==> src/rtl/lcd4_pkg.sv <==
package lcd4_pkg;

  typedef enum logic [1:0] {
    FUNC_TICK = 2'd0,
    FUNC_BYTE = 2'd1,
    FUNC_INIT = 2'd2
  } func_t;

  typedef enum logic [1:0] {
    REQ_NONE,
    REQ_BYTE,
    REQ_INIT
  } req_t;

  typedef struct packed {
    req_t       req;
    logic       rs;
    logic [7:0] data_byte;
  } item_t;

  typedef struct packed {
    logic [3:0] nib;
    logic       en;
    logic       rs;
  } pins_t;

  typedef enum logic [3:0] {
    PH_IDLE,
    PH_POWER,
    PH_INIT_EN,
    PH_INIT_OFF,
    PH_RS,
    PH_HI_EN,
    PH_HI_OFF,
    PH_LO_EN,
    PH_LO_OFF,
    PH_CLEAR
  } phase_t;

  localparam logic [7:0]  TICKS_PER_US_RESET = 8'd50;

  localparam logic [14:0] WAIT_POWER_US     = 15'd15000;
  localparam logic [14:0] WAIT_INIT_US      = 15'd5000;
  localparam logic [14:0] WAIT_INIT_LAST_US = 15'd1000;
  localparam logic [14:0] WAIT_RS_US        = 15'd100;
  localparam logic [14:0] WAIT_PULSE_US     = 15'd1;
  localparam logic [14:0] WAIT_SETTLE_US    = 15'd40;
  localparam logic [14:0] WAIT_CLEAR_US     = 15'd20000;

  localparam logic [3:0]  NIB_INIT      = 4'h3;
  localparam logic [3:0]  NIB_INIT_LAST = 4'h2;
  localparam logic [7:0]  CMD_CLEAR     = 8'h01;

  localparam logic [3:0]  STEP_NONE      = 4'd0;
  localparam logic [3:0]  STEP_FIRST_NIB = 4'd1;
  localparam logic [3:0]  STEP_LAST_NIB  = 4'd4;
  localparam logic [3:0]  STEP_CMD_FIRST = 4'd5;
  localparam logic [3:0]  STEP_CMD_LAST  = 4'd8;

  function automatic logic [7:0] init_cmd(input logic [1:0] idx);
    logic [7:0] cmd;
    unique case (idx)
      2'd0: cmd = 8'h28;
      2'd1: cmd = 8'h0C;
      2'd2: cmd = 8'h01;
      2'd3: cmd = 8'h06;
    endcase
    return cmd;
  endfunction

endpackage

==> src/rtl/lcd4_if.sv <==
interface lcd4_in_if;
  logic       valid;
  logic       ready;
  logic [1:0] func;
  logic       rs;
  logic [7:0] data_byte;

  modport source (output valid, output func, output rs, output data_byte, input ready);
  modport sink (input valid, input func, input rs, input data_byte, output ready);
endinterface

interface lcd4_out_if;
  logic       valid;
  logic       ready;
  logic       lcd_rs;
  logic       lcd_enable;
  logic [3:0] lcd_data;
  logic       busy_res;
  logic       rejected;

  modport source (output valid, output lcd_rs, output lcd_enable, output lcd_data,
                  output busy_res, output rejected, input ready);
  modport sink (input valid, input lcd_rs, input lcd_enable, input lcd_data,
                input busy_res, input rejected, output ready);
endinterface

==> src/rtl/lcd4_front.sv <==
module lcd4_front (
  lcd4_in_if.sink         item,
  output logic            push_valid,
  input  logic            push_ready,
  output lcd4_pkg::item_t push_item
);

  assign push_valid = item.valid;
  assign item.ready = push_ready;

  // Sort the raw function code into a request kind; unused codes are plain ticks.
  always_comb begin
    push_item.rs        = item.rs;
    push_item.data_byte = item.data_byte;
    unique case (item.func)
      lcd4_pkg::FUNC_BYTE: push_item.req = lcd4_pkg::REQ_BYTE;
      lcd4_pkg::FUNC_INIT: push_item.req = lcd4_pkg::REQ_INIT;
      default:             push_item.req = lcd4_pkg::REQ_NONE;
    endcase
  end

endmodule

==> src/rtl/lcd4_queue.sv <==
module lcd4_queue #(
  parameter int DEPTH = 2
) (
  input  logic            clk,
  input  logic            rst,
  input  logic            push_valid,
  output logic            push_ready,
  input  lcd4_pkg::item_t push_item,
  output logic            pop_valid,
  input  logic            pop_ready,
  output lcd4_pkg::item_t pop_item
);

  localparam int PW = (DEPTH > 1) ? $clog2(DEPTH) : 1;
  localparam int CW = $clog2(DEPTH + 1);

  lcd4_pkg::item_t entries [DEPTH];
  logic [PW-1:0]   wr_ptr;
  logic [PW-1:0]   rd_ptr;
  logic [CW-1:0]   count;
  logic            push;
  logic            pop;

  assign push_ready = (count != CW'(DEPTH));
  assign pop_valid  = (count != '0);
  assign pop_item   = entries[rd_ptr];
  assign push       = push_valid && push_ready;
  assign pop        = pop_valid && pop_ready;

  always_ff @(posedge clk) begin
    if (push) begin
      entries[wr_ptr] <= push_item;
    end
  end

  always_ff @(posedge clk) begin
    if (rst) begin
      wr_ptr <= '0;
      rd_ptr <= '0;
      count  <= '0;
    end else begin
      if (push) begin
        wr_ptr <= (wr_ptr == PW'(DEPTH - 1)) ? '0 : wr_ptr + PW'(1);
      end
      if (pop) begin
        rd_ptr <= (rd_ptr == PW'(DEPTH - 1)) ? '0 : rd_ptr + PW'(1);
      end
      if (push && !pop) begin
        count <= count + CW'(1);
      end else if (pop && !push) begin
        count <= count - CW'(1);
      end
    end
  end

endmodule

==> src/rtl/lcd4_back.sv <==
module lcd4_back (
  input  logic            clk,
  input  logic            rst,
  input  logic            cfg_we,
  input  logic [7:0]      cfg_wdata,
  input  logic            q_valid,
  output logic            q_ready,
  input  lcd4_pkg::item_t q_item,
  lcd4_out_if.source      result
);

  lcd4_pkg::phase_t phase, phase_next, enter_ph;
  logic [14:0]      us_countdown, cnt_next;
  logic [7:0]       tick_prescale, pre_next;
  logic [7:0]       byte_hold, byte_next;
  logic             rs_hold, rs_next;
  logic [3:0]       init_step, step_next;
  logic [3:0]       step_off;
  lcd4_pkg::pins_t  pins, pins_next;
  logic [7:0]       ticks_per_us;
  logic             pop;
  logic             do_enter;
  logic             finish;
  logic             rej;

  assign pop     = q_valid && (!result.valid || result.ready);
  assign q_ready = pop;
  assign step_off = init_step + 4'd1 - lcd4_pkg::STEP_CMD_FIRST;

  always_comb begin
    phase_next = phase;
    cnt_next   = us_countdown;
    pre_next   = tick_prescale;
    byte_next  = byte_hold;
    rs_next    = rs_hold;
    step_next  = init_step;
    pins_next  = pins;
    rej        = 1'b0;
    do_enter   = 1'b0;
    finish     = 1'b0;
    enter_ph   = lcd4_pkg::PH_IDLE;

    if (pop) begin
      if (phase != lcd4_pkg::PH_IDLE) begin
        rej = (q_item.req != lcd4_pkg::REQ_NONE);
        if (us_countdown != '0) begin
          if ({1'b0, tick_prescale} + 9'd1 >= {1'b0, ticks_per_us}) begin
            pre_next = '0;
            cnt_next = us_countdown - 15'd1;
          end else begin
            pre_next = tick_prescale + 8'd1;
          end
        end
        if (cnt_next == '0) begin
          do_enter = 1'b1;
          unique case (phase)
            lcd4_pkg::PH_POWER: begin
              step_next = lcd4_pkg::STEP_FIRST_NIB;
              enter_ph  = lcd4_pkg::PH_INIT_EN;
            end
            lcd4_pkg::PH_INIT_EN: enter_ph = lcd4_pkg::PH_INIT_OFF;
            lcd4_pkg::PH_INIT_OFF: begin
              if (init_step < lcd4_pkg::STEP_LAST_NIB) begin
                step_next = init_step + 4'd1;
                enter_ph  = lcd4_pkg::PH_INIT_EN;
              end else begin
                step_next = lcd4_pkg::STEP_CMD_FIRST;
                byte_next = lcd4_pkg::init_cmd(2'd0);
                rs_next   = 1'b0;
                enter_ph  = lcd4_pkg::PH_RS;
              end
            end
            lcd4_pkg::PH_RS:     enter_ph = lcd4_pkg::PH_HI_EN;
            lcd4_pkg::PH_HI_EN:  enter_ph = lcd4_pkg::PH_HI_OFF;
            lcd4_pkg::PH_HI_OFF: enter_ph = lcd4_pkg::PH_LO_EN;
            lcd4_pkg::PH_LO_EN:  enter_ph = lcd4_pkg::PH_LO_OFF;
            lcd4_pkg::PH_LO_OFF: begin
              // clear display needs the long extra wait
              if (!rs_hold && byte_hold == lcd4_pkg::CMD_CLEAR) begin
                enter_ph = lcd4_pkg::PH_CLEAR;
              end else begin
                finish = 1'b1;
              end
            end
            lcd4_pkg::PH_CLEAR: finish = 1'b1;
            default: begin
              step_next = lcd4_pkg::STEP_NONE;
              enter_ph  = lcd4_pkg::PH_IDLE;
            end
          endcase
          if (finish) begin
            // chain the next init command, or drop back to idle
            if (init_step >= lcd4_pkg::STEP_CMD_FIRST &&
                init_step < lcd4_pkg::STEP_CMD_LAST) begin
              step_next = init_step + 4'd1;
              byte_next = lcd4_pkg::init_cmd(step_off[1:0]);
              rs_next   = 1'b0;
              enter_ph  = lcd4_pkg::PH_RS;
            end else begin
              step_next = lcd4_pkg::STEP_NONE;
              enter_ph  = lcd4_pkg::PH_IDLE;
            end
          end
        end
      end else if (q_item.req == lcd4_pkg::REQ_BYTE) begin
        rs_next   = q_item.rs;
        byte_next = q_item.data_byte;
        step_next = lcd4_pkg::STEP_NONE;
        do_enter  = 1'b1;
        enter_ph  = lcd4_pkg::PH_RS;
      end else if (q_item.req == lcd4_pkg::REQ_INIT) begin
        step_next = lcd4_pkg::STEP_NONE;
        do_enter  = 1'b1;
        enter_ph  = lcd4_pkg::PH_POWER;
      end
    end

    if (do_enter) begin
      phase_next = enter_ph;
      pre_next   = '0;
      cnt_next   = '0;
      unique case (enter_ph)
        lcd4_pkg::PH_POWER: begin
          pins_next = '0;
          cnt_next  = lcd4_pkg::WAIT_POWER_US;
        end
        lcd4_pkg::PH_INIT_EN: begin
          pins_next.en  = 1'b1;
          pins_next.nib = (step_next >= lcd4_pkg::STEP_LAST_NIB) ?
                          lcd4_pkg::NIB_INIT_LAST : lcd4_pkg::NIB_INIT;
          cnt_next      = lcd4_pkg::WAIT_PULSE_US;
        end
        lcd4_pkg::PH_INIT_OFF: begin
          pins_next.en = 1'b0;
          cnt_next     = (step_next >= lcd4_pkg::STEP_LAST_NIB) ?
                         lcd4_pkg::WAIT_INIT_LAST_US : lcd4_pkg::WAIT_INIT_US;
        end
        lcd4_pkg::PH_RS: begin
          pins_next.rs = rs_next;
          pins_next.en = 1'b0;
          cnt_next     = lcd4_pkg::WAIT_RS_US;
        end
        lcd4_pkg::PH_HI_EN: begin
          pins_next.en  = 1'b1;
          pins_next.nib = byte_next[7:4];
          cnt_next      = lcd4_pkg::WAIT_PULSE_US;
        end
        lcd4_pkg::PH_HI_OFF: pins_next.en = 1'b0;
        lcd4_pkg::PH_LO_EN: begin
          pins_next.en  = 1'b1;
          pins_next.nib = byte_next[3:0];
          cnt_next      = lcd4_pkg::WAIT_PULSE_US;
        end
        lcd4_pkg::PH_LO_OFF: begin
          pins_next.en = 1'b0;
          cnt_next     = lcd4_pkg::WAIT_SETTLE_US;
        end
        lcd4_pkg::PH_CLEAR: cnt_next = lcd4_pkg::WAIT_CLEAR_US;
        default: cnt_next = '0;
      endcase
    end
  end

  always_ff @(posedge clk) begin
    if (rst) begin
      phase <= lcd4_pkg::PH_IDLE;
    end else begin
      phase <= phase_next;
    end
  end

  always_ff @(posedge clk) begin
    if (rst) begin
      us_countdown  <= '0;
      tick_prescale <= '0;
      byte_hold     <= '0;
      rs_hold       <= 1'b0;
      init_step     <= lcd4_pkg::STEP_NONE;
      pins          <= '0;
      ticks_per_us  <= lcd4_pkg::TICKS_PER_US_RESET;
      result.valid  <= 1'b0;
    end else begin
      us_countdown  <= cnt_next;
      tick_prescale <= pre_next;
      byte_hold     <= byte_next;
      rs_hold       <= rs_next;
      init_step     <= step_next;
      pins          <= pins_next;
      if (cfg_we) begin
        ticks_per_us <= cfg_wdata;
      end
      if (pop) begin
        result.valid <= 1'b1;
      end else if (result.ready) begin
        result.valid <= 1'b0;
      end
    end
  end

  // Result payload: hold while stalled.
  always_ff @(posedge clk) begin
    if (pop) begin
      result.lcd_rs     <= pins_next.rs;
      result.lcd_enable <= pins_next.en;
      result.lcd_data   <= pins_next.nib;
      result.busy_res   <= (phase_next != lcd4_pkg::PH_IDLE);
      result.rejected   <= rej;
    end
  end

  a_idle_no_wait : assert property (@(posedge clk) disable iff (rst)
    phase == lcd4_pkg::PH_IDLE |-> us_countdown == '0)
    else $error("countdown left running while idle");

  a_enable_phase : assert property (@(posedge clk) disable iff (rst)
    pins.en |-> (phase == lcd4_pkg::PH_INIT_EN || phase == lcd4_pkg::PH_HI_EN ||
                 phase == lcd4_pkg::PH_LO_EN))
    else $error("enable high outside a pulse phase");

  a_gap_one_tick : assert property (@(posedge clk) disable iff (rst)
    (pop && phase == lcd4_pkg::PH_HI_OFF) |=> phase == lcd4_pkg::PH_LO_EN)
    else $error("gap between nibbles longer than one tick");

  a_hold_on_stall : assert property (@(posedge clk) disable iff (rst)
    !pop |=> ($stable(phase) && $stable(us_countdown) && $stable(pins)))
    else $error("state moved without a tick");

endmodule

==> src/rtl/char_lcd_4bit_interface.sv <==
// A transferred item passes through the queue, then the result register, before its result shows.
// Throughput: one item per cycle while the result side is ready; the timing engine runs one tick per item.
// Delays are counted in items: N us take N*ticks_per_us ticks through the prescaler.
// Reset (rst, synchronous, active high): idle, pins low, queue empty, ticks_per_us = 50.
module char_lcd_4bit_interface #(
  parameter int QUEUE_DEPTH = 2
) (
  input  logic       clk,
  input  logic       rst,
  input  logic       cfg_we,
  input  logic [7:0] cfg_wdata,
  lcd4_in_if.sink    item,
  lcd4_out_if.source result
);

  logic            push_valid;
  logic            push_ready;
  lcd4_pkg::item_t push_item;
  logic            q_valid;
  logic            q_ready;
  lcd4_pkg::item_t q_item;

  lcd4_front u_front (
    .item       (item),
    .push_valid (push_valid),
    .push_ready (push_ready),
    .push_item  (push_item)
  );

  lcd4_queue #(
    .DEPTH (QUEUE_DEPTH)
  ) u_queue (
    .clk        (clk),
    .rst        (rst),
    .push_valid (push_valid),
    .push_ready (push_ready),
    .push_item  (push_item),
    .pop_valid  (q_valid),
    .pop_ready  (q_ready),
    .pop_item   (q_item)
  );

  lcd4_back u_back (
    .clk       (clk),
    .rst       (rst),
    .cfg_we    (cfg_we),
    .cfg_wdata (cfg_wdata),
    .q_valid   (q_valid),
    .q_ready   (q_ready),
    .q_item    (q_item),
    .result    (result)
  );

endmodule

==> src/flat_wrapper.sv <==
// flat-port wrapper written by rule: the top's interface ports become plain ports
module char_lcd_4bit_interface_flat 
#(
  parameter int QUEUE_DEPTH = 2
)
  (clk, rst, cfg_we, cfg_wdata, item_valid, item_func, item_rs, item_data_byte, item_ready, result_valid, result_lcd_rs, result_lcd_enable, result_lcd_data, result_busy_res, result_rejected, result_ready);
  lcd4_in_if item_i ();
  lcd4_out_if result_i ();
  input  logic clk;
  input  logic rst;
  input  logic cfg_we;
  input  logic [7:0] cfg_wdata;
  input wire logic [$bits(item_i.valid)-1:0] item_valid;
  input wire logic [$bits(item_i.func)-1:0] item_func;
  input wire logic [$bits(item_i.rs)-1:0] item_rs;
  input wire logic [$bits(item_i.data_byte)-1:0] item_data_byte;
  output wire logic [$bits(item_i.ready)-1:0] item_ready;
  output wire logic [$bits(result_i.valid)-1:0] result_valid;
  output wire logic [$bits(result_i.lcd_rs)-1:0] result_lcd_rs;
  output wire logic [$bits(result_i.lcd_enable)-1:0] result_lcd_enable;
  output wire logic [$bits(result_i.lcd_data)-1:0] result_lcd_data;
  output wire logic [$bits(result_i.busy_res)-1:0] result_busy_res;
  output wire logic [$bits(result_i.rejected)-1:0] result_rejected;
  input wire logic [$bits(result_i.ready)-1:0] result_ready;
  assign item_i.valid = item_valid;
  assign item_i.func = item_func;
  assign item_i.rs = item_rs;
  assign item_i.data_byte = item_data_byte;
  assign item_ready = item_i.ready;
  assign result_valid = result_i.valid;
  assign result_lcd_rs = result_i.lcd_rs;
  assign result_lcd_enable = result_i.lcd_enable;
  assign result_lcd_data = result_i.lcd_data;
  assign result_busy_res = result_i.busy_res;
  assign result_rejected = result_i.rejected;
  assign result_i.ready = result_ready;
  char_lcd_4bit_interface #(.QUEUE_DEPTH(QUEUE_DEPTH)) u_core (.clk(clk), .rst(rst), .cfg_we(cfg_we), .cfg_wdata(cfg_wdata), .item(item_i), .result(result_i));
endmodule
==> config.mk <==
export PLATFORM = sky130hd
export DESIGN_NAME = char_lcd_4bit_interface_flat
export DESIGN_NICKNAME = d
export VERILOG_FILES = /design/src/rtl/lcd4_pkg.sv /design/src/rtl/lcd4_if.sv /design/src/rtl/lcd4_front.sv /design/src/rtl/lcd4_queue.sv /design/src/rtl/lcd4_back.sv /design/src/rtl/char_lcd_4bit_interface.sv /design/src/flat_wrapper.sv
export SDC_FILE = /design/constraint.sdc
export NUM_CORES = 1
export LEC_CHECK = 0
export BUFFER_PORTS_ARGS = -buffer_cell sky130_fd_sc_hd__buf_2
export CORE_ASPECT_RATIO = 1.5
export CORE_MARGIN = 2
export CORE_UTILIZATION = 25
export CTS_BUF_LIST = sky130_fd_sc_hd__clkbuf_4 sky130_fd_sc_hd__clkbuf_8 sky130_fd_sc_hd__clkbuf_16
export DETAILED_ROUTE_END_ITERATION = 12
export HOLD_SLACK_MARGIN = 0.1
export RECOVER_POWER = 25
export SETUP_SLACK_MARGIN = 0.15
export SYNTH_ARGS = -nofsm -noshare
export SYNTH_HDL_FRONTEND = slang
export SYNTH_SLANG_ARGS = --single-unit
==> constraint.sdc <==
create_clock -name clk -period 5.38 [get_ports clk]
set_input_delay 0.269 -clock clk [delete_from_list [all_inputs] [get_ports clk]]
set_output_delay 0.269 -clock clk [all_outputs]
set_load 0.005 [all_outputs]
==> summary.txt <==
Pwr
  – Comb pwr share: between 40% and 50%
  – Sw Pwr: approximately 1.4 mW
  – Sw frac: 44.9%
  – Pint: ~1.7 mW
  – Leak: approximately 2.2 nW
  – Max VDD drop: 0.195 mV
  – Clock power frac: between 20% and 30%
  – PwrDens: a little over 500 nW/um^2
  – Part of the power in registers: around 32%

Run status
  – Status: finished, violations left
  – Violated checks: max-capacitance violations, max-slew violations

Floorplanning
  – Rows: 64
  – Die span in y: 181 um
  – Starting density of the core: roughly a quarter
  – I/O Pins: 34
  – Die width: around 120 um
  – DIE AREA: 22,000 um^2
  – Core area: slightly above 20,000 um^2

Setup path
  – Critical path endpoint: u_core.u_back.us_countdown[11]
  – CP Data Arrival Time: approximately 5.1 ns
  – CP Max Fanout: 12
  – Crit-path slowest cell: a21oi_2
  – Critical path cell sequence: ha_1, nand3_1, nor2_1, xor2_1, ha_1, and3_1, nor2b_1, or4_1, o21ai_1, a211oi_2, and4_1, a21oi_2, nand3_1, o32a_1, a21oi_1
  – Crit Path Class: reg -> reg
  – Crit path launch: u_core.u_back.tick_prescale[0]
  – CP endpoint kind: flip-flop
  – FF-to-FF setup slack: about 0.52 ns
  – Startpoint Class: flip-flop
  – FF-to-FF path depth: 15
  – CP peak stage delay: 0.68 ns
  – Critical Path RT: 5.63 ns
  – Reg2reg start: u_core.u_back.tick_prescale[0]
  – Reg2reg end: u_core.u_back.us_countdown[11]

Job
  – Max-cap violations: 1

Global route
  – First-pass GRT wire length: between 20,000 and 25,000 um
  – Most used routing layer: met2
  – Vias in the first global route: about 4,600
  – Met1 usage: 14.8%
  – Met2 GRT Util: roughly 25%
  – M3 GR Usage: 1.89%
  – Total track usage: between 10% and 20%
  – Largest net degree at the start of global routing: 42
  – Antenna violations before repair: 0
  – Remaining global-route overflow: 0

Place
  – HPWL Detailed: 11,100 um
  – Port Buf Inserts: 33
  – Setup WS pre-CTS: 0.646 ns
  – Gpl congestion: around 0.95
  – Placed cells: slightly below 900

Timing
  – Slew @ Worst Pin: 2.07 ns
  – Final min period: ~4.9 ns
  – # setup viols final: 0
  – Maximum clock frequency: between 200 and 250 MHz
  – Final Hold Vio Count: 0
  – Worst slew margin: -38.0%
  – Final clock skew: between 0.01 and 0.015 ns
  – Max-slew violations: 42
  – Worst Setup Slack, final: roughly 0.52 ns
  – Setup tns final: 0 ns
  – RSZ-0062 raised after global routing: false
  – Period utilisation layout: between 90% and 100%

Synthesis
  – Post-synthesis sequential area ratio: 40.3%
  – Syn_nets: ~640
  – Async SR Flop Fraction: 0%
  – Syn. warnings: 0
  – Synth cell count leaders: nor2_1, dfxtp_1, nand2_1, a21oi_1, o21ai_0
  – Synth cell types: around 80
  – Post-synth EDFFs: 30
  – Syn Inst Count: 592
  – Top FF cell, synth: dfxtp_1
  – Post-Syn Area: between 5000 and 6000 um^2
  – Cells taking the most area after synthesis: dfxtp_1, edfxtp_1, nor2_1
  – Dominant cell by count in the synthesized netlist: nor2_1
  – Mean area per synthesized cell: 8.80 um^2
  – Dominant cell type by area after synthesis: dfxtp_1
  – Share of the synthesized area in the top cell type: between 20 and 25%
  – Number of synthesized register bits: 90

CTS
  – Latest clock arrival within the worst-skew pair: 0.35 ns
  – H-tree depth: 3
  – Clk buf depth: 2
  – CTS tree: built
  – Root Driver: clkbuf_16
  – Clock Pin Slew Worst Setup and Hold Paths: 0.08 ns
  – CTS sink cnt: 90
  – CTS Buf Count: 9
  – Cts hold-fix bufs: 1
  – Postcts setup bufs: 0
  – Resized cells post-CTS: 0

Route
  – Final WL: ~15,000 um
  – Via-to-Cell Ratio: around 5
  – Routed wire per std cell: about 17 um
  – Final ANT Viol Nets: 0
  – Total iterations of the first detailed-routing run: 5
  – Detailed-route DRC error count: 0
  – DR vias: around 4,600
  – Initial drt markers: 313

Final layout
  – Filler cell count: between 2,000 and 2,500
  – Layout cells sized above 1: between 10% and 20%
  – Syn-to-layout area delta: 14.2%
  – Final net count: 661
  – Final Util: roughly 29%
  – N_diodes: 0
  – Fin cells: approximately 890

Hold path
  – Worst min path class: in -> reg
  – Hold Startpoint: item_data_byte[6]
## cell usage in the layout, fill, tap and decap left out, types with 19 or more instances in the layout
master    Yosys  routed
nor2_1       84      84
buf_2         3      29
edfxtp_1     30      30
inv_1        20      20
ha_1         19      19
nand2_1      54      54
a21oi_1      46      46
dfxtp_1      60      60
o21ai_0      40      39
## routing by layer
metal	vias up	wire length, um
met2	118	7820
met4	0	773
met3	52	361
met5	-	0
li1	2231	-
met1	2157	5750
## kinds of logic after synthesis
group	share of synthesized area [%]
AO/OA/AOI/OAI	20.5
flip-flops	40.3
multiplexers	3.89
AND/OR/NAND/NOR	24.9
buffers and inverters	3.60
adder cells (fa/ha/maj)	4.75
XOR/XNOR	2.02
## through the flow
step                hold WS [ns]  area (um^2)  total power, mW
floorplan                  0.368         5210             2.00
global placement           0.458         5640             2.38
detailed placement         0.461         5640             2.38
CTS                        0.102         5960             3.06
global route               0.103         5950             3.24
finish                     0.107         5950             3.06
## power groups by stage
stage / Clock [mW] / Sequential, mW / Combinational, mW
final: 0.674 / 0.983 / 1.40
after global routing: 0.713 / 0.999 / 1.53
after CTS: 0.685 / 0.984 / 1.39
after detailed placement: 0 / 0.998 / 1.38
after global placement: 0 / 0.999 / 1.38
after floorplan: 0 / 0.932 / 1.07
## registers in the layout (all words and copies together) (netlist names), 2 cells and up, named ones only
name / flops
u_core.u_back.result.lcd_data: 4
u_core.u_back.pins: 6
u_core.u_queue.count: 2
u_core.u_queue.entries: 22
u_core.u_back.us_countdown: 15
u_core.u_back.init_step: 2
u_core.u_back.phase: 4
u_core.u_back.byte_hold: 8
u_core.u_back.ticks_per_us: 8
u_core.u_back.tick_prescale: 8
## cell type report
| type | instances | area, um^2 | area share [%] |
|---|---|---|---|
| Multi-Input combinational cell | 457 | 2920 | 49.1 |
| Clock inverter | 7 | 90.1 | 1.51 |
| Timing Repair Buffer | 39 | 204 | 3.43 |
| Tap cell | 264 | 330 | 5.55 |
| Clock buffer | 9 | 225 | 3.78 |
| Inverter | 21 | 78.8 | 1.32 |
| Sequential cell | 90 | 2100 | 35.3 |
## worst min path at each step
stage / endpoint / slack (ns) / depth (start not counted)
finish: u_core.u_queue.entries[1][6] / 0.11 / 1
global route: u_core.u_queue.entries[1][6] / 0.10 / 1
CTS: u_core.u_queue.entries[1][6] / 0.10 / 1
detailed placement: u_core.u_queue.entries[1][4] / 0.46 / 1
global placement: u_core.u_queue.entries[0][2] / 0.46 / 1
floorplan: u_core.u_queue.entries[0][0] / 0.37 / 0
## worst max-delay path, delay by kind of cell (launching register included)
kind | cells | cell delay (ns)
AOI/OAI and AO/OA | 5 | 1.76
xor gates and xnor gates | 1 | 0.21
adders and majority gates | 2 | 0.49
DFF | 1 | 0.41
and+or+nand+nor | 7 | 1.85
Note: power is estimated with default switching activity, not from simulation.
